**config.mk**
```make
export PLATFORM = sky130hd
export DESIGN_NAME = vn_div_cell
export DESIGN_NICKNAME = d
export VERILOG_FILES = /design/src/hw/rtl/vn_pkg.sv /design/src/hw/rtl/vn_div_cell.sv
export SDC_FILE = /design/constraint.sdc
export NUM_CORES = 1
export LEC_CHECK = 0
export ABC_AREA = 1
export BUFFER_PORTS_ARGS = -buffer_cell sky130_fd_sc_hd__buf_2
export CAP_MARGIN = 30
export CORE_MARGIN = 3
export CORE_UTILIZATION = 50
export DETAILED_ROUTE_END_ITERATION = 6
export GPL_TIMING_DRIVEN = 0
export PLACE_DENSITY = 0.78
export RECOVER_POWER = 25
export SYNTH_ARGS = -nofsm -noshare
export SYNTH_HDL_FRONTEND = slang
export SYNTH_SLANG_ARGS = --single-unit
export TNS_END_PERCENT = 30
```
**constraint.sdc**
```tcl
create_clock -name clk -period 2.3 [get_ports clk]
set_clock_uncertainty 0.05 [all_clocks]
set_input_delay 0.23 -clock clk [delete_from_list [all_inputs] [get_ports clk]]
set_output_delay 0.23 -clock clk [all_outputs]
set_load 0.02 [all_outputs]
```
**src/hw/rtl/vn_pkg.sv**
```systemverilog
// Package: shared types and constants for the vector normalize unit.
package vn_pkg;

	localparam int CompW  = 16;
	localparam int SumW   = 32;
	localparam int RootW  = 16;
	localparam int QuotW  = 15;
	localparam int RemW   = 17;
	localparam int Lanes  = 3;
	localparam int DivSteps = QuotW;

	// Payload handed along the square root cells
	typedef struct packed {
		logic [SumW-1:0]              rem;
		logic [RootW-1:0]             root;
		logic [Lanes-1:0][CompW-1:0]  mag_c;
		logic [Lanes-1:0]             neg;
	} sqrt_t;

	// Payload handed along the divider cells
	typedef struct packed {
		logic [RootW-1:0]             mag;
		logic [Lanes-1:0][RemW-1:0]   rem;
		logic [Lanes-1:0][QuotW-1:0]  quot;
		logic [Lanes-1:0]             neg;
	} div_t;

endpackage

```
**src/hw/rtl/vn_div_cell.sv**
```systemverilog
// One quotient bit for all three lanes of the divide, registered.
module vn_div_cell #(
	parameter bit Shift = 1'b1
) (
	input  logic         clk,
	input  logic         en,
	input  vn_pkg::div_t d,
	output vn_pkg::div_t q
);
	import vn_pkg::*;

	logic [RemW-1:0] part;
	logic [RemW-1:0] dvs;
	div_t            nxt;

	// restoring step per lane
	always_comb begin
		nxt  = d;
		dvs  = {1'b0, d.mag};
		part = '0;
		for (int i = 0; i < Lanes; i++) begin
			part = Shift ? {d.rem[i][RemW-2:0], 1'b0} : d.rem[i];
			if (part >= dvs) begin
				nxt.rem[i]  = part - dvs;
				nxt.quot[i] = {d.quot[i][QuotW-2:0], 1'b1};
			end else begin
				nxt.rem[i]  = part;
				nxt.quot[i] = {d.quot[i][QuotW-2:0], 1'b0};
			end
		end
	end

	always_ff @(posedge clk) begin
		if (en) begin
			q <= nxt;
		end
	end
endmodule

```
## Yosys cells after proc, flatten, opt, wreduce, memory -nomap -nowiden

Cells that the tools add are included.

- Memory bits (writable): 0
- Bits of input ports: 117
- Memories kept: 0
- Bits in read-only memories: 0
- Bits in latches: 0
- Flip-flop bits (word level): 115

- Order comparisons: 3
- Reductions and logical operators: 0
- Bitwise gates (word level): 0
- Divide/modulo/power cells: 0
- Add/sub/neg operators: 3
- Equal/unequal tests: 0
- Multiplexer cells: 6
- Shift operators: 0
- Multipliers: 0

Operators with widths:

| kind | number |
|---|---|
| 17-bit by 16-bit >= comparator with 1-bit output | 3 |
| 17-bit two-way mux | 3 |
| 17-bit by 16-bit subtractor with 17-bit output | 3 |
| 1-bit two-way mux | 3 |

## Depth between registers and ports, before layout

- Word-level depth: 2
- Mapped depth: 13
- Depth with buffers taken out: 13

## Least setup slack after synthesis

OpenSTA, ideal clock, no wires.

- Kind: in2reg
- From: input port d[107] in the netlist's numbering
- To: register q[73] in the netlist's numbering (data pin)
- Arrival time: 1.464 ns
- Path slack: 0.534 ns
- Cell stages on the path: 13
- Setup time: 0.252 ns
- Data required time: 1.998 ns
- Path through: inv_1 ha_1 nand2_1 inv_1 nand2_1 nand2_1 inv_1 nand3_2 nand2_2 nand2_4 buf_6 nand2_1 nand2_1

RTL lines:

| item | RTL line | source |
|---|---|---|
| start: declaration | vn_div_cell.sv:7 | `input vn_pkg::div_t d,` |
| end signal: assignment | vn_div_cell.sv:35 | `q <= nxt;` |
| end: declaration | vn_div_cell.sv:8 | `output vn_pkg::div_t q` |

==> qor.csv <==
metric,value,unit
cts-root-buf,clkbuf_16,
synth_common_cells,"341 x nand2_1, 150 x inv_1, 115 x edfxtp_1",
synth_edf_count,115,
largest_reg_flops,115,
die_x,128,um
critPathSlowestCell,ha_1,
grt_antenna_before_repair,2,
worstPathArrival,2.14,ns
critical_path_buf_inv_count,3,
syn_nets,1088,
drt_wl_total,23200,um
yosys.area.top_type_share,46.1,%
maxSlewViolCount,0,
synth_seq_cells,115,
synth.distinct_cells,28,
finalInstanceArea,10000,um2
grt_pass1_wl,35300,um
powerDensity,708,nW/um2
holdPathStages,1,
top_regs,q: 115 flops,
peakVddDrop,517,uV
cp-startpoint,d[100],
synth_top_cell_by_area,edfxtp_1,
postRouteAntennaNets,0,
cp_max_fo,10,
tightest_slew,1.24,ns
period_minus_slack,2.04,ns
place_area,8870,um2
synthFlopType,edfxtp_1,
min_path_type,in -> reg,
syn_area_per_cell,8.13,um2
viasPerCell,5.03,
ys_top_cells_by_area,"edfxtp_1 46%, nand2_1 17%, ha_1 8.0%",
dr.first_iter.drc_count,578,
area_delta_synth_final,33.7,%
clock_path_buffers,2,
worst_slack,0.262,ns
worstSetupEndpointType,flop,
pre_cts_ws,-0.103,ns
path_cells,clkbuf_1 -> inv_1 -> ha_1 -> ha_1 -> nand2_1 -> nor2_1 -> nand2_1 -> o21ai_2 -> nor2_4 -> nand2_4 -> buf_8 -> nand2_1 -> nand2_1,
synth_cells,920,
fin_setup_tns,0,ns
hp-start,d[99],
vias,7150,
ios,232,
dr.pass1.iters,5,
die_area,16500,um2
ys_async_sr_fraction,0,%
drc_errors,0,
port_buffers,225,
globalRouteTotalUtil,28.1,%
gr-total-overflow,0,
dp_hpwl,16800,um
crit_required,2.40,ns
final_layout_size_suffix_gt1_share,23.0,%
slew_headroom,17.5,%
crit_family,simple AND/OR/NAND/NOR gates,
wl_per_cell,16.3,um
fmax,491,MHz
seq_area_frac_synth,46.1,%
rsz0062_at_grt,false,
die_h,128,um
core_area,14600,um2
hold_end,q[99],
regMostFlops,q,
cpMostUsedCell,nand2_1,
gp_congestion,0.934,
rows,44,
hold_viol_final,0,
numCtsBuffers,17,
status,completed,
htree_num_levels,4,
cp-start-kind,input port,
setup_viol,0,
path_clk_slew,0.06,ns
nNetsFinal,1391,
grt_max_degree,71,
period_share,88.6,%
ys_warn_count,0,
cts_tree,yes,
clkSinkCount,115,
syn_area,7480,um2
initial_core_util,51.3,%
synth_most_common_cell,nand2_1,
critPathKind,in -> reg,
final_cells,1421,
grt_pass1_vias,6817,
p_leak,0.00518,uW
worst_path_largest_cell_delay,0.34,ns
drv_cap,0,
place_inst,1330,
report_power, final:
part           leakage [uW]  internal (uW)  switching [uW]
Sequential          0.00112           2600            65.5
Clock              0.000279           1510            1050
Combinational       0.00378            665            1190
per-stage QoR:
step,power [uW],hold WS (ns),utilization (%)
3_5_place_dp,4450,0.358,60.8
6_report,7080,0.0741,68.6
2_1_floorplan,3840,0.279,-
4_1_cts,7090,0.0277,68.7
3_3_place_gp,4430,0.356,60.6
5_1_grt,7420,0.0831,68.6
cells by family (layout without fill, tap and decap cells):
logic type | after synthesis | count (layout) | share of synthesized area [%]
AOI/OAI and AO/OA | 43 | 43 | 3.03
DFF | 115 | 115 | 46.1
other | 0 | 1 | 0
xor gates and xnor gates | 21 | 21 | 2.46
adders and majority gates | 51 | 51 | 8.83
and+or+nand+nor | 529 | 529 | 30.9
buffers and inverters | 161 | 477 | 8.68
worst max-delay path by stage:
stage / cells after the start / end
after detailed placement: 12 / q[51]
after CTS: 12 / q[51]
final: 13 / q[51]
after global placement: 1 / q[12]
after floorplan: 13 / q[73]
after global routing: 13 / q[89]
what timing repair did:
| item | in CTS | in global routing |
|---|---|---|
| resized for setup | 0 | 0 |
| setup endpoints to repair | 0 | 0 |
| buffers inserted | 0 | 0 |
| hold buffers | 58 | 0 |
| endpoints found under the hold margin | 58 | 0 |
routing by layer:
metal | wire length, um | vias up | track usage [%]
met3 | 1730 | 50 | 6.39
li1 | - | 3573 | -
met1 | 9190 | 3234 | 33.5
met4 | 659 | 2 | 10.5
met5 | 7 | - | 0
met2 | 11600 | 291 | 49.4
cell usage in the layout (no fill, tap or decap), drive strengths merged:
master / count
dlygate4sd3: 58
nand4: 7
edfxtp: 115
diode: 1
clkinv: 5
clkinvlp: 2
o21ai: 12
nand2: 350
xnor2: 5
buf: 222
nor3: 6
clkbuf: 31
nand3: 87
bufinv: 1
nor2: 49
fa: 3
inv: 158
a21oi: 31
ha: 48
and2: 6
or2: 8
nand3b: 16
xor2: 16
area by class of cell:
type / count / area [um2]
fill: 1202 / 4580
sequential: 115 / 3450
multi-input combinational: 644 / 3380
timing repair buffer: 284 / 1720
inverter: 151 / 567
clock buffer: 17 / 425
tap: 184 / 230
clock inverter: 15 / 148
buffer: 10 / 82.6
antenna: 1 / 2.50
(Power assumes the default switching activity.)
