$ cat src/hw/rtl/vn_pkg.sv
// Package: shared types and constants for the vector normalize unit.
package vn_pkg;

	localparam int CompW  = 16;
	localparam int SumW   = 32;
	localparam int RootW  = 16;
	localparam int QuotW  = 15;
	localparam int RemW   = 17;
	localparam int Lanes  = 3;
	localparam int DivSteps = QuotW;

	// Payload handed along the square root cells
	typedef struct packed {
		logic [SumW-1:0]              rem;
		logic [RootW-1:0]             root;
		logic [Lanes-1:0][CompW-1:0]  mag_c;
		logic [Lanes-1:0]             neg;
	} sqrt_t;

	// Payload handed along the divider cells
	typedef struct packed {
		logic [RootW-1:0]             mag;
		logic [Lanes-1:0][RemW-1:0]   rem;
		logic [Lanes-1:0][QuotW-1:0]  quot;
		logic [Lanes-1:0]             neg;
	} div_t;

endpackage

$ cat src/hw/rtl/vn_sqrt_cell.sv
// One root bit of the integer square root, registered.
module vn_sqrt_cell #(
	parameter int BitPos = 0
) (
	input  logic          clk,
	input  logic          en,
	input  vn_pkg::sqrt_t d,
	output vn_pkg::sqrt_t q
);
	import vn_pkg::*;

	logic [SumW:0] trial;
	logic [SumW:0] rem_w;
	sqrt_t         nxt;

	// trial = root * 2^(p+1) + 4^p, compare against remainder
	always_comb begin
		trial = (SumW+1)'({{(SumW+1-RootW){1'b0}}, d.root} << (BitPos + 1))
			+ ((SumW+1)'(1) << (2 * BitPos));
		rem_w = {1'b0, d.rem};
		nxt = d;
		if (rem_w >= trial) begin
			nxt.rem  = SumW'(rem_w - trial);
			nxt.root = d.root | (RootW'(1) << BitPos);
		end
	end

	always_ff @(posedge clk) begin
		if (en) begin
			q <= nxt;
		end
	end
endmodule

$ cat config.mk
export PLATFORM = sky130hd
export DESIGN_NAME = vn_sqrt_cell
export DESIGN_NICKNAME = d
export VERILOG_FILES = /design/src/hw/rtl/vn_pkg.sv /design/src/hw/rtl/vn_sqrt_cell.sv
export SDC_FILE = /design/constraint.sdc
export NUM_CORES = 1
export LEC_CHECK = 0
export ABC_AREA = 1
export BUFFER_PORTS_ARGS = -buffer_cell sky130_fd_sc_hd__buf_4
export CAP_MARGIN = 0
export CORE_ASPECT_RATIO = 0.75
export CORE_MARGIN = 4
export CORE_UTILIZATION = 45
export CTS_CLUSTER_DIAMETER = 30
export DETAILED_ROUTE_END_ITERATION = 8
export GPL_TIMING_DRIVEN = 0
export PLACE_DENSITY = 0.78
export SYNTH_ARGS = -nofsm -noshare
export SYNTH_HDL_FRONTEND = slang
export SYNTH_SLANG_ARGS = --single-unit
$ cat constraint.sdc
create_clock -name clk -period 2.4 [get_ports clk]
set_input_delay 0.24 -clock clk [delete_from_list [all_inputs] [get_ports clk]]
set_output_delay 0.24 -clock clk [all_outputs]
set_load 0.02 [all_outputs]
# Word-level counts from Yosys, hierarchy flattened
# Index checks and enable logic that the tools add are counted.
[totals] ff_bits=99 in_bits=101 out_inout_bits=99 elab_cells=11
[classes] add_sub_neg=2 magnitude_cmp=1 mux=1
[op_table] operator="$mux 48" count=1
[op_table] operator="$ge 32x18->1" count=1
[op_table] operator="$sub 32x18->32" count=1
[op_table] operator="$add 17x1->18 const B" count=1

# Logic depth before layout (Yosys ltp)
# Gate-level depths: netlist of the first run.
[logic_depth] word_depth=3 depth_mapped=16 depth_no_buf=15

# Worst setup path before layout of the first run
# OpenSTA, ideal clock, no wires.
[synth_path] kind="in2reg" from="input d[51] in the netlist's numbering" to="register q[51] in the netlist's numbering, data pin" setup_ps=256 arrival_ps=1671 required_time_ps=2144 slack_ps=473 stages=14 n_path_buf=1 path_cell_list="inv_1 -> fa_1 -> nand2_1 -> nand2_1 -> and2_4 -> nand2_4 -> nand2_4 -> nand2_2 -> nand2_2 -> nand2_2 -> nand2_4 -> inv_6 -> buf_6 -> nand2_1"
[synth_via] elab_chain_cells=2
[synth_lines] item="from (decl)" line="vn_sqrt_cell.sv:7" source="input vn_pkg::sqrt_t d,"
[synth_lines] item="$add 17x1->18" line="vn_sqrt_cell.sv:19" source="+ ((SumW+1)'(1) << (2 * BitPos));"
[synth_lines] item="$ge 32x18->1" line="vn_sqrt_cell.sv:22" source="if (rem_w >= trial) begin"
[synth_lines] item="to (signal assigned)" line="vn_sqrt_cell.sv:30" source="q <= nxt;"
[synth_lines] item="to (decl)" line="vn_sqrt_cell.sv:8" source="output vn_pkg::sqrt_t q"
# Parallel ways exist; a longest one is shown, timed or not.
# A chain may end at the register's enable or synchronous reset.

# Worst setup path in the final report of the first run
# Same ends and word-level chain as after synthesis.

==> metrics.md, run 1 <==
| Metric | Value |
|---|---|
| Simple-gate area share of the yosys netlist | `0.2478` |
| Syn Inst Count | `about 550` |
| Final worst slack | `0.4510 ns` |
| Die W | `~130 um` |
| Worst min-delay path class | `input port to flop` |
| Synth cell count leaders | `nand2_1 (189), edfxtp_1 (99), inv_1 (84)` |
| Pwr dens | `655.5 nW/um2` |
| Fmax achieved | `approximately 500 MHz` |
| Complex-gate fraction of the synthesized area | `0.03917` |
| Post-route DRC | `0` |
| Remaining Overflow, GRT | `0` |
| Synth Flop Type | `edfxtp_1` |
| Detailed Routing Iterations Pass 1 | `4` |
| Setup bufs post-CTS | `0` |
| CTS Buffer Depth | `2` |
| Initial DRC count | `199` |
| Setup violations, final | `0` |
| Post-Syn Area per Cell | `9.553 um2` |
| Inserted Diodes | `0` |
| Fin Setup TNS | `0 ns` |
| Total CTS buffers | `9` |
| LEAKAGE | `approximately 3.5 nW` |
| Fraction of layout cells with a size suffix above 1 | `0.3605` |
| Top cells by area, synth | `edfxtp_1 (57%), nand2_1 (14%), inv_1 (6.1%)` |
| Yosys warns | `0` |
| P_sw | `0.001346 W` |
| Standard-cell rows | `33` |
| Worst-path clk slew | `around 0.07 ns` |
| Worst setup EP type | `flop` |
| Via count | `4332` |
| Routed len/inst | `15.84 um` |
| CP Data Required Time | `approximately 2.5 ns` |
| Die Y | `roughly 100 um` |
| Starting Density | `0.4687` |
| Syn-to-layout area delta | `38.14%` |
| Register share of total power | `0.454` |
| Core ar. | `11110 um2` |
| CTS tree | `yes` |
| First-pass GRT wire length | `22210 um` |
| Post-Synth XOR/XNOR Area | `0.02019` |
| Slew @ Worst Pin | `about 1.3 ns` |
| Vias per inst | `4.813` |
| Final Max Tran Viols | `0` |
| Largest register FFs | `99` |
| Status | `complete, no violations` |
| Pin count of the biggest net entering global routing | `100` |
| H-tree depth | `3` |
| Most flop-heavy register | `q` |
| Worst setup SP type | `input port` |
| DP Worst Slack | `~0.078 ns` |
| Clock share of power | `0.322` |
| # IOs | `200` |
| Mapped cell area | `approximately 5200 um2` |
| Resize count post-CTS | `0` |
| Max-cap check violation count | `0` |
| Critical Path AT | `slightly above 2 ns` |
| Placed Instance Area | `approximately 6900 um2` |
| Post-synthesis adder-cell area fraction | `0.04470` |
| Logic pwr share | `0.224` |
| IO Port Bufs | `199` |
| EDFF count, synth | `99` |
| Sw Share | `0.2856` |
| Clk sinks | `roughly 100` |
| Fin nets | `874` |
| Pwr Total | `approximately 0.0047 W` |
| Post-synth top area share | `0.5710` |
| Worst vdd ir | `between 0.3 and 0.4 mV` |
| Post-CTS Hold Fix Bufs | `0` |
| Global Route Usage Sum | `0.2125` |
| Worst slew margin | `0.1663` |
| CTS Root Cell | `clkbuf_16` |
| Crit path kind | `input port to flop` |
| Finished Cell Area | `a little over 7000 um2` |
| Cell Int Power | `0.003368 W` |
| Critical path fanouts, max | `10` |
| Largest area contributor in the netlist | `edfxtp_1` |
| Post-route ant nets | `0` |
| WL final | `14250 um` |
| Post-layout min period | `just under 2 ns` |
| Largest family of logic cells by synthesized area | `simple AND/OR/NAND/NOR gates` |
| Antenna violations before repair | `0` |
| Post-synth ARST share | `0` |
| GP Congestion | `0.9423` |
| Syn_nets | `about 660` |
| Seq/Total Area, Yosys | `0.5710` |
| Final Hold Vio Count | `0` |
| Dpl hpwl | `approximately 11000 um` |
| Netlist cell types | `30` |
| Most frequent cell after synthesis | `nand2_1` |
| Post-synthesis mux area share | `0` |
| Top flop regs | `q x99` |
| RSZ-0062 raised after global routing | `no` |
| Die area | `approximately 13000 um2` |
| Fill cells | `940` |
| Vias in the first global route | `between 4000 and 5000` |
| Flops & latches, synth | `99` |
| Crit share post-route | `0.8121` |
-- critical path: stages --
cell	delay (ns)
buf_4	0.08
inv_1	0.07
fa_1	0.45
nand2_1	0.10
nand2_1	0.08
and2_4	0.16
nand2_4	0.06
nand2_4	0.06
nand2_2	0.07
nand2_2	0.06
nand2_2	0.07
nand2_4	0.11
inv_6	0.13
buf_6	0.21
nand2_1	0.07
-- cell usage in the layout (no fill, tap or decap), types with 3 or more instances in the layout --
cell type | Yosys | final
nand3_1 | 24 | 24
inv_2 | 3 | 3
nand4_1 | 3 | 3
ha_1 | 17 | 17
buf_4 | 1 | 200
nand2_2 | 18 | 18
inv_1 | 84 | 84
nand2_4 | 7 | 7
inv_6 | 1 | 3
clkbuf_16 | 0 | 9
edfxtp_1 | 99 | 99
nor2_1 | 34 | 34
or2_2 | 3 | 3
a21oi_1 | 9 | 9
nand2_1 | 189 | 189
xor2_1 | 11 | 11
nor3_1 | 7 | 7
nor2_2 | 3 | 3
a21oi_2 | 17 | 17
-- through the flow --
step,hold slack (ns),cells,utilization
CTS,0.05605,900,0.6475
global placement,0.4186,884,0.6190
detailed placement,0.4192,884,0.6190
floorplan,0.3389,545,-
global route,0.04951,900,0.6475
finish,0.06958,900,0.6475
-- power by group through the flow --
stage / Clock [W] / Sequential [W] / Combinational [W]
after floorplan: 0 / 0.00239 / 0.000334
after global placement: 0 / 0.00217 / 0.00104
after detailed placement: 0 / 0.00218 / 0.00106
after CTS: 0.00157 / 0.00214 / 0.00106
after global routing: 0.00164 / 0.00216 / 0.00114
final: 0.00152 / 0.00214 / 0.00106
-- routing by layer --
metal | global-route usage | routed length (um) | up-vias
met3 | 0.05462 | 1095 | 12
met5 | 0 | 0 | -
met2 | 0.3601 | 6774 | 161
met4 | 0.04633 | 152 | 0
met1 | 0.2810 | 6230 | 1992
li1 | - | - | 2167
-- kinds of logic after synthesis --
| logic type | count (synthesis) |
|---|---|
| XOR/XNOR | 12 |
| AO/OA/AOI/OAI | 28 |
| adder cells (fa/ha/maj) | 18 |
| flip-flops | 99 |
| buffers and inverters | 94 |
| AND/OR/NAND/NOR | 294 |
-- cell type report --
class	instances	area, um2	area share
clock buffers	9	225.2	0.03132
plain buffers	4	58.81	0.008177
well taps	140	175.2	0.02436
multi-input cells	352	1832	0.2547
repair buffers	199	1494	0.2077
flip-flops and latches	99	2973	0.4134
clock inverters	7	91.34	0.01270
inverters	90	342.8	0.04767
-- worst paths after layout --
path	cells past startpoint	end	start
worst max-delay path	15	q[51]	d[51]
worst min-delay path	1	q[28]	d[28]
No activity file was read; power rests on OpenSTA's default activity.
==> run 2, diff against run 1 <==
==> constraint.sdc (replaced) <==
create_clock -name clk -period 1.83 [get_ports clk]
set_input_delay 0.183 -clock clk [delete_from_list [all_inputs] [get_ports clk]]
set_output_delay 0.183 -clock clk [all_outputs]
set_load 0.02 [all_outputs]
==> metrics.md, run 2 (same netlist as run 1, synthesis figures left out) <==
| Metric | Value |
|---|---|
| Status | `complete, no violations (unchanged)` |
| GP Congestion | `0.8640 (was 0.9423)` |
| Pwr dens | `829.0 nW/um2 (was 655.5 nW/um2)` |
| Final Hold Vio Count | `0 (unchanged)` |
| Global routing usage on met3 | `0.06058 (was 0.05462)` |
| Top Usage Layer GRT | `met2 (unchanged)` |
| Crit share post-route | `0.9505` |
| WL final | `16250 um (was 14250 um)` |
| Worst min-delay path class | `input port to flop (unchanged)` |
| Logic pwr share | `0.235 (was 0.224)` |
| Register share of total power | `0.443 (was 0.454)` |
| H-tree depth | `3 (unchanged)` |
| Most flop-heavy register | `q (unchanged)` |
| Placed Instance Area | `6898 um2 (was 6875 um2)` |
| Inserted Diodes | `0 (unchanged)` |
| M1 GR Usage | `0.2951 (was 0.2810)` |
| Worst-path clk slew | `0.08 ns (was 0.07 ns)` |
| Fmax achieved | `574.9 MHz` |
| Fin nets | `915 (was 874)` |
| Grt met2 use | `0.3826 (was 0.3601)` |
| CP Data Required Time | `1.93 ns (was 2.49 ns)` |
| Post-route ant nets | `0 (unchanged)` |
| Die W | `132.2 um (unchanged)` |
| Critical path fanouts, max | `4 (was 10)` |
| Post-route DRC | `0 (unchanged)` |
| CTS Root Cell | `clkbuf_16 (unchanged)` |
| Cell Int Power | `0.004490 W (was 0.003368 W)` |
| Top flop regs | `q x99 (unchanged)` |
| Final Max Tran Viols | `0 (unchanged)` |
| Post-layout min period | `between 1.5 and 2 ns` |
| Die area | `13370 um2 (unchanged)` |
| Largest register FFs | `99 (unchanged)` |
| P_sw | `0.001866 W (was 0.001346 W)` |
| # IOs | `200 (unchanged)` |
| Detailed Routing Iterations Pass 1 | `4 (unchanged)` |
| Worst setup EP type | `flop (unchanged)` |
| Core ar. | `11110 um2 (unchanged)` |
| Setup violations, final | `0 (unchanged)` |
| Vias per inst | `4.841 (was 4.813)` |
| Dpl hpwl | `11530 um (was 11210 um)` |
| CTS Buffer Depth | `2 (unchanged)` |
| LEAKAGE | `3.655 nW (was 3.471 nW)` |
| Slew @ Worst Pin | `1.247 ns (was 1.251 ns)` |
| Starting Density | `0.4687 (unchanged)` |
| Routed len/inst | `17.27 um (was 15.84 um)` |
| Sw Share | `0.2936 (was 0.2856)` |
| Commonest non-fill, non-tap cell in the layout | `buf_4 (unchanged)` |
| Total CTS buffers | `9 (unchanged)` |
| Syn-to-layout area delta | `47.27% (was 38.14%)` |
| Global Route Usage Sum | `0.2243 (was 0.2125)` |
| Worst slew margin | `0.1686 (was 0.1663)` |
| Vias in the first global route | `4257 (was 4241)` |
| Clock share of power | `0.322 (about the same)` |
| Die Y | `101.2 um (unchanged)` |
| First-pass GRT wire length | `23340 um (was 22210 um)` |
| CTS tree | `yes (unchanged)` |
| Worst vdd ir | `0.5989 mV (was 0.3575 mV)` |
| Crit path kind | `input port to flop (unchanged)` |
| Standard-cell rows | `33 (unchanged)` |
| Antenna violations before repair | `0 (unchanged)` |
| Hold WS | `0.005059 ns (was 0.06958 ns)` |
| Clk sinks | `99 (unchanged)` |
| Finished Cell Area | `7667 um2 (was 7192 um2)` |
| Remaining Overflow, GRT | `0 (unchanged)` |
| Max-cap check violation count | `0 (unchanged)` |
| Critical Path AT | `1.84 ns (was 2.04 ns)` |
| Pin count of the biggest net entering global routing | `100 (unchanged)` |
| Initial DRC count | `250 (was 199)` |
| Fraction of layout cells with a size suffix above 1 | `0.3521 (was 0.3605)` |
| Via count | `4555 (was 4332)` |
| Most frequent cells in the layout | `buf_4 (199), nand2_1 (187), edfxtp_1 (99), inv_1 (84), dlygate4sd3_1 (41) (was buf_4 (200), nand2_1 (189), edfxtp_1 (99), inv_1 (84), nor2_1 (34))` |
| RSZ-0062 raised after global routing | `yes (was no)` |
| IO Port Bufs | `199 (unchanged)` |
| Worst setup SP type | `input port (unchanged)` |
run 2: cell types whose count changed in the layout (fill, tap and decap cells not counted), moves of 2 or more:
cell,previous run,this run
dlygate4sd3_1,0,41
ha_1,17,14
ha_4,0,2
inv_6,3,1
inv_8,1,3
nand2_1,189,187
nand2_2,18,20
run 2: area by class of cell:
cell class / count / area (um2)
Timing Repair Buffer: 240 / 1904
Fill cell: 856 / 3440
Clock buffer: 9 / 225.2
Inverter: 90 / 345.3
Sequential cell: 99 / 2973
Multi-Input combinational cell: 352 / 1879
Clock inverter: 7 / 93.84
Buffer: 4 / 71.32
Tap cell: 140 / 175.2
run 2: final timing paths:
kind,startpoint,endpoint,slack [ns],cells past startpoint
setup / recovery,d[52],q[82],0.09,11
hold / removal,d[13],q[13],0.005,1
run 2: power groups by stage:
stage	combinational [W]	clock [W]	sequential [W]
floorplan	0.000441	0	0.00313
global placement	0.00138	0	0.00285
detailed placement	0.00139	0	0.00286
CTS	0.00141	0.00207	0.00281
global route	0.00160	0.00219	0.00284
finish	0.00149	0.00205	0.00282
run 2: critical path, cell delays in order:
cell and delay, ns:
buf_4 0.09, inv_1 0.04, ha_1 0.32, or2_2 0.31
nand3_1 0.09, nand2_1 0.13, nand2_1 0.10, nand2_1 0.13
or2_2 0.30, nand3_1 0.08, nand2_1 0.06
run 2: metal layers:
layer / wire (um) / up-vias
li1: - / 2251
met1: 6969 / 2106
met2: 7805 / 178
met3: 1202 / 20
met4: 276 / 0
met5: 0 / -
run 2: metrics by stage:
stage / TNS, ns / instances / setup slack, ns / total power, W / utilization
finish: 0 / 941 / 0.09067 / 0.006356 / 0.6903
global route: -0.003511 / 941 / -0.003511 / 0.006630 / 0.6903
CTS: 0 / 906 / 0.05363 / 0.006294 / 0.6552
detailed placement: -9.180 / 884 / -0.3246 / 0.004252 / 0.6210
global placement: -8.323 / 884 / -0.2921 / 0.004226 / 0.6210
floorplan: 0 / 545 / 0.01870 / 0.003569 / -
run 2: timing repair:
item                                    4_1_cts  5_1_grt
buffers inserted                              0        0
resized for setup                             0        9
hold endpoints to repair                      6       35
endpoints found under the setup margin        0       30
hold buffers                                  6       35
